$ cat src/dtsp_pkg.sv
`default_nettype none
package dtsp_pkg;

    localparam int unsigned VALUE_W   = 16;
    localparam int unsigned PATTERN_W = 24;
    localparam int unsigned REM_W     = 10;   // remainder below 1000
    localparam int unsigned TENS_W    = 7;    // remainder below 100

    localparam logic [VALUE_W-1:0] LIMIT_VALUE = 16'd2000;
    localparam logic [10:0]        THOUSAND    = 11'd1000;

    localparam logic [6:0] SEG_E = 7'b1111001;
    localparam logic [6:0] SEG_R = 7'b1010000;

    // Digits of one value, passed from the splitter to the encoder
    typedef struct packed {
        logic       overflow;
        logic       thousands;
        logic [3:0] hundreds;
        logic [3:0] tens;
        logic [3:0] units;
    } digits_t;

    // gfedcba code of one decimal digit
    function automatic logic [6:0] digit_code(input logic [3:0] d);
        logic [6:0] code;
        case (d)
            4'd0:    code = 7'b0111111;
            4'd1:    code = 7'b0000110;
            4'd2:    code = 7'b1011011;
            4'd3:    code = 7'b1001111;
            4'd4:    code = 7'b1100110;
            4'd5:    code = 7'b1101101;
            4'd6:    code = 7'b1111101;
            4'd7:    code = 7'b0000111;
            4'd8:    code = 7'b1111111;
            4'd9:    code = 7'b1101111;
            default: code = 7'b0000000;
        endcase
        return code;
    endfunction

    function automatic logic [PATTERN_W-1:0] place_hundreds(input logic [6:0] seg);
        logic [PATTERN_W-1:0] p;
        p      = '0;
        p[7:2] = seg[5:0];
        p[8]   = seg[6];
        return p;
    endfunction

    function automatic logic [PATTERN_W-1:0] place_tens(input logic [6:0] seg);
        logic [PATTERN_W-1:0] p;
        p       = '0;
        p[15:9] = seg;
        return p;
    endfunction

    function automatic logic [PATTERN_W-1:0] place_units(input logic [6:0] seg);
        logic [PATTERN_W-1:0] p;
        p        = '0;
        p[23:17] = seg;
        return p;
    endfunction

    localparam logic [PATTERN_W-1:0] ERR_PATTERN =
        place_hundreds(SEG_E) | place_tens(SEG_R) | place_units(SEG_R);

endpackage
`default_nettype wire

$ cat src/dtsp_digits.sv
`default_nettype none
// Split a value below 2000 into decimal digits with parallel compare ladders.
module dtsp_digits (
    input  wire logic [dtsp_pkg::VALUE_W-1:0] value,
    output dtsp_pkg::digits_t                 digits
);

    logic [10:0]                  low_bits;
    logic                         thousands;
    logic [dtsp_pkg::REM_W-1:0]   rem_h;
    logic [3:0]                   hundreds;
    logic [dtsp_pkg::REM_W-1:0]   hundreds_base;
    logic [dtsp_pkg::REM_W-1:0]   rem_t_full;
    logic [dtsp_pkg::TENS_W-1:0]  rem_t;
    logic [3:0]                   tens;
    logic [dtsp_pkg::TENS_W-1:0]  tens_base;
    logic [dtsp_pkg::TENS_W-1:0]  rem_u;

    assign low_bits  = value[10:0];
    assign thousands = (low_bits >= dtsp_pkg::THOUSAND);
    assign rem_h     = thousands ? dtsp_pkg::REM_W'(low_bits - dtsp_pkg::THOUSAND)
                                 : low_bits[dtsp_pkg::REM_W-1:0];

    always_comb
    begin
        hundreds      = 4'd0;
        hundreds_base = '0;
        for (int k = 1; k <= 9; k++)
        begin
            if (rem_h >= dtsp_pkg::REM_W'(k * 100))
            begin
                hundreds      = 4'(k);
                hundreds_base = dtsp_pkg::REM_W'(k * 100);
            end
        end
    end

    assign rem_t_full = rem_h - hundreds_base;
    assign rem_t      = rem_t_full[dtsp_pkg::TENS_W-1:0];

    always_comb
    begin
        tens      = 4'd0;
        tens_base = '0;
        for (int k = 1; k <= 9; k++)
        begin
            if (rem_t >= dtsp_pkg::TENS_W'(k * 10))
            begin
                tens      = 4'(k);
                tens_base = dtsp_pkg::TENS_W'(k * 10);
            end
        end
    end

    assign rem_u = rem_t - tens_base;

    assign digits.overflow  = (value >= dtsp_pkg::LIMIT_VALUE);
    assign digits.thousands = thousands;
    assign digits.hundreds  = hundreds;
    assign digits.tens      = tens;
    assign digits.units     = rem_u[3:0];

endmodule
`default_nettype wire

$ cat src/dtsp_encode.sv
`default_nettype none
// Map digits onto the display's segment layout, blanking leading zeros unless show_zeros is set; overflow shows Err.
module dtsp_encode (
    input  wire dtsp_pkg::digits_t              digits,
    input  wire logic                           show_zeros,
    output logic [dtsp_pkg::PATTERN_W-1:0]      segment_pattern
);

    logic blank_hundreds;
    logic blank_tens;

    assign blank_hundreds = !show_zeros && !digits.thousands && (digits.hundreds == 4'd0);
    assign blank_tens     = blank_hundreds && (digits.tens == 4'd0);

    always_comb
    begin
        if (digits.overflow)
        begin
            segment_pattern = dtsp_pkg::ERR_PATTERN;
        end
        else
        begin
            segment_pattern = dtsp_pkg::place_units(dtsp_pkg::digit_code(digits.units));
            if (digits.thousands)
            begin
                segment_pattern[1:0] = 2'b11;
            end
            if (!blank_hundreds)
            begin
                segment_pattern = segment_pattern |
                    dtsp_pkg::place_hundreds(dtsp_pkg::digit_code(digits.hundreds));
            end
            if (!blank_tens)
            begin
                segment_pattern = segment_pattern |
                    dtsp_pkg::place_tens(dtsp_pkg::digit_code(digits.tens));
            end
        end
    end

endmodule
`default_nettype wire

$ cat src/decimal_to_seven_segment_pattern.sv
`default_nettype none
// Decimal to seven-segment pattern for a 3.5-digit display.
//
// Command channel: drive value and show_zeros with start high; the beat is
// taken at any rising edge where start is high and busy is low. busy is
// always low, so a new beat may be issued in every cycle.
// Result channel: segment_pattern and overflow are valid for exactly one
// cycle while done is high. Values of 2000 or more show Err on digits 2..4
// and raise overflow; otherwise the value is shown in decimal, leading
// zeros blanked unless show_zeros keeps the hundreds and tens digits.
//
// Path: a taken beat lands in the input register, then the result register
// loads from it, and done rises together with the loaded result.
// Throughput: one beat per cycle, set by the two-register path (input
// register, digit split and segment encode, result register).
// Reset: rst_n clears both valid flags, dropping any beat in flight; no
// done strobe follows until a new beat is taken.
// The receiver cannot stall: each result appears for one cycle only.
module decimal_to_seven_segment_pattern (
    input  wire logic                             clk,
    input  wire logic                             rst_n,
    input  wire logic                             start,
    output logic                                  busy,
    input  wire logic [dtsp_pkg::VALUE_W-1:0]     value,
    input  wire logic                             show_zeros,
    output logic                                  done,
    output logic [dtsp_pkg::PATTERN_W-1:0]        segment_pattern,
    output logic                                  overflow
);

    logic                               accept;
    logic                               in_valid_reg;
    logic [dtsp_pkg::VALUE_W-1:0]       value_reg;
    logic                               show_zeros_reg;
    logic                               done_reg;
    logic [dtsp_pkg::PATTERN_W-1:0]     segment_pattern_reg;
    logic [dtsp_pkg::PATTERN_W-1:0]     segment_pattern_next;
    logic                               overflow_reg;
    dtsp_pkg::digits_t                  digits;

    // Never hold off a beat: the datapath takes one every cycle
    assign busy   = 1'b0;
    assign accept = start && !busy;

    // Valid flags
    always_ff @(posedge clk or negedge rst_n)
    begin
        if (!rst_n)
        begin
            in_valid_reg <= 1'b0;
            done_reg     <= 1'b0;
        end
        else
        begin
            in_valid_reg <= accept;
            done_reg     <= in_valid_reg;
        end
    end

    // Input register: capture the command beat
    always_ff @(posedge clk)
    begin
        if (accept)
        begin
            value_reg      <= value;
            show_zeros_reg <= show_zeros;
        end
    end

    dtsp_digits u_digits (
        .value  (value_reg),
        .digits (digits)
    );

    dtsp_encode u_encode (
        .digits          (digits),
        .show_zeros      (show_zeros_reg),
        .segment_pattern (segment_pattern_next)
    );

    // Result register: advance only when a beat sits in the input register
    always_ff @(posedge clk)
    begin
        if (in_valid_reg)
        begin
            segment_pattern_reg <= segment_pattern_next;
            overflow_reg        <= digits.overflow;
        end
    end

    assign done            = done_reg;
    assign segment_pattern = segment_pattern_reg;
    assign overflow        = overflow_reg;

    // Every accepted beat yields a strobe once it has passed the input and result registers
    a_beat_to_done: assert property (@(posedge clk) disable iff (!rst_n)
        accept |-> ##2 done)
        else $error("accepted beat produced no result strobe");

    // Overflow results always show Err
    a_err_pattern: assert property (@(posedge clk) disable iff (!rst_n)
        (done && overflow) |-> (segment_pattern == dtsp_pkg::ERR_PATTERN))
        else $error("overflow result does not show Err");

    // In-range results keep the decimal point dark and always show units
    a_units_shown: assert property (@(posedge clk) disable iff (!rst_n)
        (done && !overflow) |-> (!segment_pattern[16] && (segment_pattern[23:17] != 7'd0)))
        else $error("in-range result lost its units digit");

endmodule
`default_nettype wire
$ cat config.mk
export PLATFORM = sky130hd
export DESIGN_NAME = decimal_to_seven_segment_pattern
export DESIGN_NICKNAME = d
export VERILOG_FILES = /design/src/dtsp_pkg.sv /design/src/dtsp_digits.sv /design/src/dtsp_encode.sv /design/src/decimal_to_seven_segment_pattern.sv
export SDC_FILE = /design/constraint.sdc
export NUM_CORES = 1
export LEC_CHECK = 0
export ABC_AREA = 1
export BUFFER_PORTS_ARGS = -buffer_cell sky130_fd_sc_hd__buf_2
export CAP_MARGIN = 20
export CORE_UTILIZATION = 60
export DETAILED_ROUTE_END_ITERATION = 10
export PLACE_DENSITY = 0.83
export SLEW_MARGIN = 5
export SYNTH_ARGS = -nofsm -noshare
export SYNTH_HDL_FRONTEND = slang
export SYNTH_HIERARCHICAL = 1
export SYNTH_SLANG_ARGS = --single-unit
$ cat constraint.sdc
create_clock -name clk -period 13.2 [get_ports clk]
set_input_delay 1.32 -clock clk [delete_from_list [all_inputs] [get_ports clk]]
set_output_delay 1.32 -clock clk [all_outputs]
set_load 0.05 [all_outputs]
Word-level counts from Yosys, hierarchy flattened
Memory sizes are Yosys's and may differ from the RTL's.
Cells that the tools add are included.
{ "word_totals": {"reg_bits": 44, "latch_bits": 0, "ramBits": 0, "rom_bits": 336, "inputBits": 20, "out_inout_bits": 27, "wordCells": 88, "mem_count": 3} }
{ "mem_list": {"columns": ["name", "depth", "width", "rd", "rd_ports_with_merged_regs", "wr", "line", "text"], "rows": [
  ["(no name shown)", 16, 7, 1, 0, 0, "dtsp_pkg.sv:27", "case (d)"],
  ["(no name shown)", 16, 7, 1, 0, 0, "dtsp_pkg.sv:27", null],
  ["(no name shown)", 16, 7, 1, 0, 0, "dtsp_pkg.sv:27", null]
]} }
{ "classes": {"addsub": 3, "mul": 0, "div_mod_pow": 0, "magnitude_cmp": 20, "n_eq_ne": 0, "shifts": 0, "n_mux": 47, "bitwise_logic": 2, "n_reduce_logical": 7} }
{ "ops": {"columns": ["op", "count"], "rows": [
  ["$mux W7", 14],
  ["$mux W24", 3],
  ["$mux W4", 13],
  ["$ge A10 B10 Y1 const B", 4],
  ["$ge A10 B9 Y1 const B", 3],
  ["$mux W3", 8],
  ["$or A24 B16 Y24", 1],
  ["$or A24 B9 Y24", 1],
  ["$ge A7 B6 Y1 const B", 3],
  ["$ge A7 B7 Y1 const B", 3],
  ["$ge A16 B11 Y1 const B", 1],
  ["$ge A7 B5 Y1 const B", 2],
  ["$mux W2", 6],
  ["$ge A11 B10 Y1 const B", 1],
  ["$ge A10 B7 Y1 const B", 1],
  ["$ge A10 B8 Y1 const B", 1],
  ["$mux W10", 1],
  ["$sub A10 B10 Y10 const B", 1],
  ["$logic_not A4 Y1", 2],
  ["$ge A7 B4 Y1 const B", 1],
  ["$sub A7 B7 Y7", 1],
  ["$sub A4 B4 Y4", 1],
  ["$logic_and A1 B1 Y1", 3],
  ["$logic_not A1 Y1", 2],
  ["$mux W1", 2]
]} }

Logic depth before layout (Yosys ltp)
Gate-level depths: netlist (run 1).
An unclocked memory read counts as a cell.
{ "depth": {"word_depth": 31, "depth_mapped": 46, "depth_no_buf": 46} }

By module
The synthesis (run 1) kept the hierarchy.
{ "modules_own_cells": {"columns": ["mod", "instances", "cells_each", "area_each_um2", "seq_area_each_um2"], "rows": [
  ["decimal_to_seven_segment_pattern", 1, 46, 1322.5, 1311.3],
  ["dtsp_digits", 1, 202, 1142.3, 0.0],
  ["dtsp_encode", 1, 117, 708.2, 0.0]
]} }

Worst setup path after synthesis (run 1)
OpenSTA, ideal clock, no wires.
{ "synth_path": {"path_type": "reg-to-reg", "from": "register value_reg[3] in the netlist's numbering", "to": "register segment_pattern_reg, in the netlist segment_pattern[17] (data pin)", "setup_ns": 0.260, "arrival_time_ns": 5.177, "t_required_ns": 12.940, "setup_slack_ns": 7.763, "stages_incl_launch_ff": 41, "n_path_buf": 0, "period_less_slack_ns": 5.437, "cell_sequence": "edfxtp_1 -> inv_1 -> ha_1 -> nor2_4 -> a21oi_4 -> nand3_1 -> nand2_2 -> inv_1 -> nor3_1 -> o21ai_0 -> inv_1 -> a21oi_1 -> o21ai_0 -> nand2_1 -> nand2_1 -> nand2_1 -> nand2_1 -> ha_1 -> (+5 left out) -> xnor2_1 -> nand3_1 -> nand2_2 -> inv_2 -> a21oi_4 -> inv_1 -> nand2_1 -> nand2_1 -> ha_1 -> fa_1 -> xor2_1 -> inv_1 -> nand3_1 -> nand2_1 -> inv_1 -> inv_1 -> o21ai_2 -> nor2_1"} }
{ "synth_rtl": {"columns": ["element", "line", "text"], "rows": [
  ["from (decl)", "decimal_to_seven_segment_pattern.sv:33", "logic [dtsp_pkg::VALUE_W-1:0] value_reg;"],
  ["from (signal assigned)", "decimal_to_seven_segment_pattern.sv:65", "value_reg <= value;"],
  ["to (signal assigned)", "decimal_to_seven_segment_pattern.sv:86", "segment_pattern_reg <= segment_pattern_next;"],
  ["to (decl)", "decimal_to_seven_segment_pattern.sv:36", "logic [dtsp_pkg::PATTERN_W-1:0] segment_pattern_reg;"]
]} }

==> impl_metrics.tcl, run 1 <==
set metrics [dict create \
    cts_resized 0 \
    drt_iter0_markers 119 \
    critPathCaptureType "register" \
    yosys-top-cells-count "75 x nand2_1, 47 x inv_1, 42 x edfxtp_1" \
    hp-class "register to register" \
    crit_arrival_ps 6290 \
    fmax_mhz 160.1 \
    start_util 0.6213 \
    synth_edf_count 42 \
    grt_pass1_wl_um 9459 \
    hold_viol_final 0 \
    place_congestion 1.051 \
    num_rows 26 \
    die-width_um 74.72 \
    crit_fanout 8 \
    worst-setup-path-type "register to register" \
    clkLatencyLatePin_ps 300 \
    syn_nets 409 \
    grt_pass1_vias 2230 \
    yosysWarnings 6 \
    root_buffer "clkbuf_8" \
    ir_drop_uv 91.34 \
    synth-main-ff-cell "edfxtp_1" \
    avgSynthCellArea_um2 8.693 \
    drv_cap 0 \
    power_switching_mw 0.3804 \
    p_clk_frac 0.137 \
    cts_tree "built" \
    ios 47 \
    ys_top_cells_by_area "edfxtp_1 40%, nand2_1 8.9%, ha_1 8.7%, inv_1 5.6%, nor2_1 4.1%" \
    die_h_um 74.72 \
    htreeDepth 2 \
    critPathSlowestCell "edfxtp_1" \
    grt_util_all_layers 0.2245 \
    fillers 401 \
    setup_viol_count_final 0 \
    area_growth_pct 11.95 \
    fin_hold_ws_ps 740.6 \
    postRouteAntennaNets 0 \
    io_buffers 45 \
    vias 2415 \
    post-route-min-period_ps 6245 \
    grt_max_degree 27 \
    p_int_mw 0.3659 \
    dr.pass1.iters 7 \
    synth_top_area_frac 0.3975 \
    synthMostInstantiatedCell "nand2_1" \
    slowest_delay_ps 420 \
    drv_slew 0 \
    p_leak_nw 1.701 \
    worst_slew_pin_slew_ps 891.9 \
    switching_share 0.5097 \
    p_comb_frac 0.633 \
    postCtsHoldBufs 0 \
    final_cells 482 \
    yosys.area.top_type "edfxtp_1" \
    antenna_found_initial 0 \
    cp-start-kind "register" \
    rsz0062_at_grt "no" \
    cp_common_cell "nand2_1" \
    synth_seq_cells 44 \
    nNetsFinal 455 \
    required_ps 13250 \
    numClockSinks 44 \
    setup_tns_ps 0 \
    p_seq_frac 0.230 \
    wl_um 5542 \
    status "finished, violations left" \
    wire_per_inst_um 11.50 \
    fin_worst_skew_ps 6.234 \
    drc_errors 1 \
    power_mw 0.7464 \
    period_share 0.4731 \
    largest_reg_flops 24 \
    netlist_instances 365 \
    clockBufferDepth 2 \
    powerDensity_nw_per_um2 210.1 \
    synth_cell_type_count 40 \
    post_cts.repair.setup_buffers 0 \
    via_per_inst 5.010 \
    violations "design-rule violations" \
    synthArstFlopShare 0.04545 \
    syn_area_um2 3173 \
    seq_area_frac_synth 0.4132 \
    dp_hpwl_um 4271 \
    core_area_um2 5107 \
    dieArea_um2 5583 \
    cts-buffers-inserted 5 \
    dp_cells 474 \
    grt_overflow 0 \
    drive_above_1_share 0.2888 \
    slew_headroom 0.4054 \
    diodes 0 \
    path_clk_slew_ps 80 \
]
==> worst paths after layout <==
| kind | start | cells past startpoint | slack [ps] | to |
|---|---|---|---|---|
| worst min-delay path | show_zeros_reg$_DFFE_PP_ | 4 | 740 | segment_pattern[6]$_DFFE_PP_ |
| worst max-delay path | value_reg[3]$_DFFE_PP_ | 40 | 6950 | segment_pattern[17]$_DFFE_PP_ |
| max in group asynchronous | rst_n | 1 | 12300 | in_valid_reg$_DFF_PN0_ |
| worst max register to register | value_reg[3]$_DFFE_PP_ | 40 | 6950 | segment_pattern[17]$_DFFE_PP_ |
| worst min register to register | show_zeros_reg$_DFFE_PP_ | 4 | 740 | segment_pattern[6]$_DFFE_PP_ |
| min in group asynchronous | rst_n | 1 | 800 | done$_DFF_PN0_ |
==> final cells by class <==
type	instances	area (um^2)	area share
well taps	70	87.58	0.02466
clock inverters	3	46.29	0.01303
repair buffers	45	225.2	0.06340
clock buffers	5	68.82	0.01937
inverters	60	227.7	0.06411
flip-flops and latches	44	1311	0.3691
multi-input cells	255	1585	0.4463
==> metal layers <==
| layer | vias up | GRT usage | wire (um) |
|---|---|---|---|
| li1 | 1269 | - | - |
| met1 | 1049 | 0.2687 | 2409 |
| met2 | 81 | 0.3934 | 2717 |
| met3 | 16 | 0.03481 | 264 |
| met4 | 0 | 0.1111 | 150 |
| met5 | - | 0 | 0 |
==> worst max-delay path: cells and delay by family (launching register included) <==
family                     cells  cell delay, ps
AOI/OAI and AO/OA              7            1300
xor gates and xnor gates       2             370
adders and majority gates      5            1360
buffers and inverters          9             760
DFF                            1             420
and+or+nand+nor               17            1760
==> power groups by stage <==
stage / logic (mW) / registers [mW] / clock network (mW)
finish: 0.472 / 0.172 / 0.102
global route: 0.544 / 0.174 / 0.109
CTS: 0.470 / 0.172 / 0.104
detailed placement: 0.459 / 0.175 / 0
global placement: 0.449 / 0.175 / 0
floorplan: 0.357 / 0.199 / 0
==> placed cells by master (no fill, tap or decap), types with 2 or more instances in the layout <==
cell,count
xnor2_1,2
o21ai_2,3
nand2_2,17
a211oi_1,2
inv_1,47
nand4_1,2
nor2_4,2
a21oi_2,6
ha_1,22
buf_2,45
a21oi_4,2
conb_1,2
nand2_1,75
inv_2,11
nand3_1,19
o311ai_0,2
nor2_1,35
edfxtp_1,42
nand2_4,10
nor2_2,9
nor3_1,4
fa_1,2
dfrtp_1,2
a21oi_1,12
o21ai_0,15
clkbuf_8,5
==> cells by family after synthesis <==
logic type | count (synthesis) | synth area share
other | 2 | 0.002367
adders and majority gates | 24 | 0.09937
xor gates and xnor gates | 3 | 0.008282
and+or+nand+nor | 179 | 0.2898
AOI/OAI and AO/OA | 47 | 0.09977
buffers and inverters | 66 | 0.08715
DFF | 44 | 0.4132
==> stage by stage <==
| step | utilization | area, um^2 | worst slack, ps |
|---|---|---|---|
| floorplan | - | 3173 | 7763 |
| global placement | 0.6730 | 3437 | 7147 |
| detailed placement | 0.6730 | 3437 | 7024 |
| CTS | 0.6955 | 3552 | 6989 |
| global route | 0.6955 | 3552 | 6224 |
| finish | 0.6955 | 3552 | 6955 |
Power figures use the tool's default switching activity.
==> inputs of run 2 (changes only) <==
--- a/config.mk
+++ b/config.mk
@@ -8,9 +8,9 @@
 export ABC_AREA = 1
 export BUFFER_PORTS_ARGS = -buffer_cell sky130_fd_sc_hd__buf_2
 export CAP_MARGIN = 20
-export CORE_UTILIZATION = 60
+export CORE_UTILIZATION = 52
 export DETAILED_ROUTE_END_ITERATION = 10
-export PLACE_DENSITY = 0.83
+export PLACE_DENSITY = 0.77
 export SLEW_MARGIN = 5
 export SYNTH_ARGS = -nofsm -noshare
 export SYNTH_HDL_FRONTEND = slang
==> constraint.sdc (replaced) <==
create_clock -name clk -period 5.2 [get_ports clk]
set_input_delay 0.52 -clock clk [delete_from_list [all_inputs] [get_ports clk]]
set_output_delay 0.52 -clock clk [all_outputs]
set_load 0.05 [all_outputs]
==> run 2 against run 1 <==
  * The flow finishes with violations (negative setup slack)
  * Flip-flop and latch count stayed put
  * Utilization increased by 2.1 points
  * Non-clock buffer count grew 55
  * Worst setup slack worse by 7200 ps
  * Combinational power rose to 3.5 times the previous value
  * Hold slack worse by 340 ps
  * Clock skew is 3.0 ps higher
  * Largest cell class unchanged
  * Highest routed layer unchanged
==> impl_metrics.tcl, run 2 (synthesis gave the netlist of run 1 again) <==
set metrics [dict create \
    hold_viol_final 0 \
    ios 47 \
    final_util 0.7162 \
    wire_per_inst_um 12.31 \
    drv_cap 0 \
    required_ps 5250 \
    largest_reg_flops 24 \
    r2r_start "value_reg[4]$_DFFE_PP_" \
    p_comb_frac 0.703 \
    nNetsFinal 510 \
    p_int_mw 1.216 \
    period_share 1.043 \
    post-route-min-period_ps 5425 \
    grt_pass1_wl_um 10960 \
    clkLatencyLatePin_ps 290 \
    core_area_um2 5886 \
    cp-start-kind "register" \
    io_buffers 45 \
    crit_fanout 8 \
    rsz0062_at_grt "yes" \
    drc_errors 0 \
    drt_iter0_markers 83 \
    p_leak_nw 2.002 \
    antenna_found_initial 0 \
    dp_cells 511 \
    r2r-end "segment_pattern[20]$_DFFE_PP_" \
    layout_common_cells "64 x nand2_1, 53 x buf_4, 45 x buf_2" \
    wl_um 6671 \
    grt_pass1_vias 2619 \
    fin_hold_ws_ps 396.5 \
    powerDensity_nw_per_um2 563.7 \
    fin_area_um2 4215 \
    path_clk_slew_ps 90 \
    place_congestion 0.9658 \
    crit_arrival_ps 5480 \
    violations "negative setup slack" \
    via_per_inst 4.974 \
    slowest_delay_ps 430 \
    final_cells 542 \
    dp_slack_ps -208.9 \
    fmax_mhz 184.3 \
    num_rows 28 \
    area_growth_pct 32.85 \
    p_clk_frac 0.114 \
    hp-class "input pin to register" \
    numClockSinks 44 \
    grt_util_all_layers 0.2201 \
    worst-setup-path-type "register to register" \
    reg2reg_slack_ps -230 \
    vias 2696 \
    clockBufferDepth 2 \
    drv_slew 0 \
    slew_headroom 0.3731 \
    power_switching_mw 1.160 \
    switching_share 0.4880 \
    setup_tns_ps -1356 \
    fin_ws_ps -225.5 \
    reg2reg_depth 39 \
    critPathCaptureType "register" \
    die-width_um 80.12 \
    placed_cell_area_um2 3754 \
    worstHoldStart "value[12]" \
    ir_drop_uv 267.8 \
    root_buffer "clkbuf_8" \
    htreeDepth 2 \
    drive_above_1_share 0.4754 \
    diodes 0 \
    setup_viol_count_final 10 \
    holdPathStages 1 \
    start_util 0.5391 \
    p_seq_frac 0.183 \
    grt_max_degree 27 \
    worst_slew_pin_slew_ps 940.4 \
    final_common_cell "nand2_1" \
    cp_common_cell "nand2_2" \
    dr.pass1.iters 6 \
    dieArea_um2 6418 \
    critPathSlowestCell "fa_2" \
    cts_tree "built" \
    power_mw 2.376 \
    postRouteAntennaNets 0 \
    status "finished, violations left" \
    min_to "value_reg[12]$_DFFE_PP_" \
    die_h_um 80.12 \
    cts-buffers-inserted 5 \
    dp_hpwl_um 4920 \
    fin_worst_skew_ps 9.283 \
    grt_overflow 0 \
]
-- run 2: worst max-delay path, delay by kind of cell (launching register included) --
family	cells	cell delay, ps
xor gates and xnor gates	2	310
AOI/OAI and AO/OA	8	1170
DFF	1	420
buffers and inverters	7	520
and+or+nand+nor	18	1670
adders and majority gates	4	1100
-- run 2: per-layer routing --
| layer | track usage | up-vias | wire, um |
|---|---|---|---|
| met5 | 0 | - | 0 |
| met4 | 0.1054 | 0 | 154 |
| met3 | 0.03409 | 16 | 175 |
| met2 | 0.4179 | 54 | 3582 |
| met1 | 0.2350 | 1247 | 2758 |
| li1 | - | 1379 | - |
-- run 2: power groups by stage --
| stage | Combinational, mW | Clock, mW | Sequential, mW |
|---|---|---|---|
| 6_report | 1.67 | 0.271 | 0.435 |
| 5_1_grt | 1.85 | 0.290 | 0.438 |
| 4_1_cts | 1.48 | 0.277 | 0.436 |
| 3_5_place_dp | 1.32 | 0 | 0.444 |
| 3_3_place_gp | 1.29 | 0 | 0.442 |
| 2_1_floorplan | 0.930 | 0 | 0.505 |
-- run 2: cell type report --
cell class                      instances  area [um^2]
Clock buffer                            6        82.58
Clock inverter                          2        38.79
Fill cell                             424         1670
Inverter                               60        232.7
Multi-Input combinational cell        255         1812
Sequential cell                        44         1311
Tap cell                               75        93.84
Timing Repair Buffer                  100        644.4
-- run 2: repair_timing --
| item | CTS | global route |
|---|---|---|
| resized for setup | 18 | 39 |
| setup buffers | 20 | 5 |
| pin swaps | 16 | 19 |
| endpoints found under the setup margin | 7 | 14 |
| endpoints found under the hold margin | 2 | 0 |
| cloned | 0 | 0 |
| hold buffers | 1 | 0 |
-- run 2: how the worst max path moves through the flow --
| stage | start | to | slack, ps | cells past startpoint |
|---|---|---|---|---|
| after CTS | value_reg[3]$_DFFE_PP_ | segment_pattern[20]$_DFFE_PP_ | -10 | 46 |
| after detailed placement | value_reg[3]$_DFFE_PP_ | segment_pattern[20]$_DFFE_PP_ | -210 | 44 |
| after global routing | value_reg[3]$_DFFE_PP_ | segment_pattern[20]$_DFFE_PP_ | -640 | 43 |
| final | value_reg[4]$_DFFE_PP_ | segment_pattern[20]$_DFFE_PP_ | -230 | 39 |
| after global placement | value_reg[4]$_DFFE_PP_ | segment_pattern[19]$_DFFE_PP_ | -100 | 42 |
| after floorplan | value_reg[3]$_DFFE_PP_ | segment_pattern[17]$_DFFE_PP_ | 10 | 41 |
==> inputs of run 3 (changes only) <==
--- a/config.mk
+++ b/config.mk
@@ -8,9 +8,11 @@
 export ABC_AREA = 1
 export BUFFER_PORTS_ARGS = -buffer_cell sky130_fd_sc_hd__buf_2
 export CAP_MARGIN = 20
-export CORE_UTILIZATION = 52
+export CORE_MARGIN = 3
+export CORE_UTILIZATION = 54
+export CTS_BUF_LIST = sky130_fd_sc_hd__clkbuf_8
 export DETAILED_ROUTE_END_ITERATION = 10
-export PLACE_DENSITY = 0.77
+export PLACE_DENSITY = 0.79
 export SLEW_MARGIN = 5
 export SYNTH_ARGS = -nofsm -noshare
 export SYNTH_HDL_FRONTEND = slang
==> run 3 against run 2 <==
  * The flow still finishes with violations (negative setup slack)
  * Die area up 6.4%
  * Worst setup slack worse by 270 ps
  * Cell area up 2.8%
  * Largest cell class unchanged
  * Clock skew down 0.58 ps
  * Sequential share of layout area down 0.84 points
  * Highest routed layer unchanged
  * Hold slack worse by 19 ps
  * Fmax down 4.8%
  * Wire length up 41%
  * Flip-flop and latch count unchanged
  * Via count up 17%
  * Power up 19%
  * Cell count up 0.37%
==> impl_metrics.tcl, run 3 (synthesis gave the netlist of run 1 again) <==
set metrics [dict create \
    critPathSlowestCell "edfxtp_1" \
    cp-startpoint "value_reg[4]$_DFFE_PP_" \
    via_per_inst 5.801 \
    dr.pass1.iters 5 \
    wl_um 9410 \
    reg2reg_depth 44 \
    p_leak_nw 2.043 \
    path_clk_slew_ps 100 \
    wire_per_inst_um 17.30 \
    grt_overflow 0 \
    num_rows 27 \
    post-route-min-period_ps 5697 \
    root_buffer "clkbuf_8" \
    core_area_um2 5608 \
    slowest_delay_ps 420 \
    drv_slew 0 \
    cp_common_cell "nand2_2" \
    largest_reg_flops 24 \
    hold_viol_final 0 \
    dieArea_um2 6832 \
    place_congestion 0.8883 \
    ir_drop_uv 382.1 \
    fin_area_um2 4333 \
    grt_pass1_wl_um 11560 \
    drive_above_1_share 0.4915 \
    die-width_um 82.66 \
    status "finished, violations left" \
    endpoint "segment_pattern[20]$_DFFE_PP_" \
    postRouteAntennaNets 0 \
    r2r-end "segment_pattern[20]$_DFFE_PP_" \
    reg2reg_slack_ps -500 \
    rsz0062_at_grt "yes" \
    layout_common_cells "63 x nand2_1, 53 x buf_4, 45 x buf_2" \
    fin_ws_ps -497.0 \
    clkLatencyLatePin_ps 310 \
    hp-class "input pin to register" \
    final_cells 544 \
    drc_errors 0 \
    placed_cell_area_um2 3742 \
    critPathCaptureType "register" \
    area_growth_pct 36.55 \
    crit_arrival_ps 5750 \
    grt_pass1_vias 2667 \
    diodes 0 \
    ios 47 \
    start_util 0.5658 \
    violations "negative setup slack" \
    fin_worst_skew_ps 8.707 \
    slew_headroom 0.3055 \
    dp_hpwl_um 4903 \
    dp_cells 507 \
    final_common_cell "nand2_1" \
    vias 3156 \
    numClockSinks 44 \
    period_share 1.096 \
    required_ps 5260 \
    crit_fanout 8 \
    r2r_start "value_reg[4]$_DFFE_PP_" \
    nNetsFinal 515 \
    cts-buffers-inserted 5 \
    grt_util_all_layers 0.2192 \
    worst_slew_pin_slew_ps 1042 \
    cp-start-kind "register" \
    cts_tree "built" \
    grt_max_degree 27 \
    die_h_um 82.66 \
    io_buffers 45 \
    setup_tns_ps -3339 \
    powerDensity_nw_per_um2 653.0 \
    worstHoldStart "value[2]" \
    drv_cap 0 \
    antenna_found_initial 0 \
    worst-setup-path-type "register to register" \
    setup_viol_count_final 10 \
    clockBufferDepth 2 \
    drt_iter0_markers 312 \
    fmax_mhz 175.5 \
    htreeDepth 2 \
]
-- run 3: changes by cell type in the layout (fill, tap and decap cells not counted), sizes merged --
cell	before	now
clkbuf	6	5
inv	59	61
clkinv	2	0
clkinvlp	0	1
buf	99	104
-- run 3: per-layer routing --
layer / global-route usage / part of all wire / vias to the layer above
li1: - / - / 1393
met1: 0.2455 / 0.34 / 1458
met2: 0.4095 / 0.52 / 249
met3: 0.04121 / 0.095 / 56
met4: 0.08007 / 0.049 / 0
met5: 0 / 0 / -
-- run 3: worst min-delay path by stage --
stage                               to  slack [ps]  cells after the start
3_5_place_dp    in_valid_reg$_DFF_PN0_         310                      1
4_1_cts        value_reg[15]$_DFFE_PP_         380                      1
3_3_place_gp    in_valid_reg$_DFF_PN0_         310                      1
2_1_floorplan           done$_DFF_PN0_         220                      0
5_1_grt         value_reg[9]$_DFFE_PP_         370                      1
6_report        value_reg[2]$_DFFE_PP_         380                      1
-- run 3: critical path: cells and delay by family, from the launching register on --
kind	cells	cell delay [ps]
XOR/XNOR	2	310
AND/OR/NAND/NOR	24	2080
flip-flops	1	420
buffers and inverters	7	580
adder cells (fa/ha/maj)	5	1170
AO/OA/AOI/OAI	6	850
-- run 3: layout make-up --
| type | instances | area [um^2] |
|---|---|---|
| multi-input cells | 255 | 1864 |
| inverters | 60 | 242.7 |
| well taps | 72 | 90.09 |
| repair buffers | 105 | 709.4 |
| clock inverters | 3 | 46.29 |
| flip-flops and latches | 44 | 1311 |
| fillers | 330 | 1275 |
| clock buffers | 5 | 68.82 |
-- run 3: what timing repair did --
| item | 4_1_cts | 5_1_grt |
|---|---|---|
| pin swaps | 25 | 20 |
| resized for setup | 26 | 49 |
| endpoints found under the hold margin | 2 | 0 |
| endpoints found under the setup margin | 7 | 14 |
| setup buffers | 18 | 12 |
| hold buffers | 1 | 0 |
-- run 3: through the flow --
step / total power [mW] / setup slack, ps / utilization / hold WS, ps
after global routing: 2.947 / -707.9 / 0.7726 / 366.0
after detailed placement: 1.801 / -229.0 / 0.6673 / 308.3
after global placement: 1.750 / -92.75 / 0.6673 / 305.4
after floorplan: 1.435 / 13.43 / - / 224.4
after CTS: 2.276 / -67.95 / 0.7274 / 382.5
final: 2.830 / -497.0 / 0.7726 / 377.4
-- run 3: where the power goes --
group          internal, mW  switching (mW)
combinational         0.763            1.35
sequential            0.421          0.0152
clock                 0.145           0.137
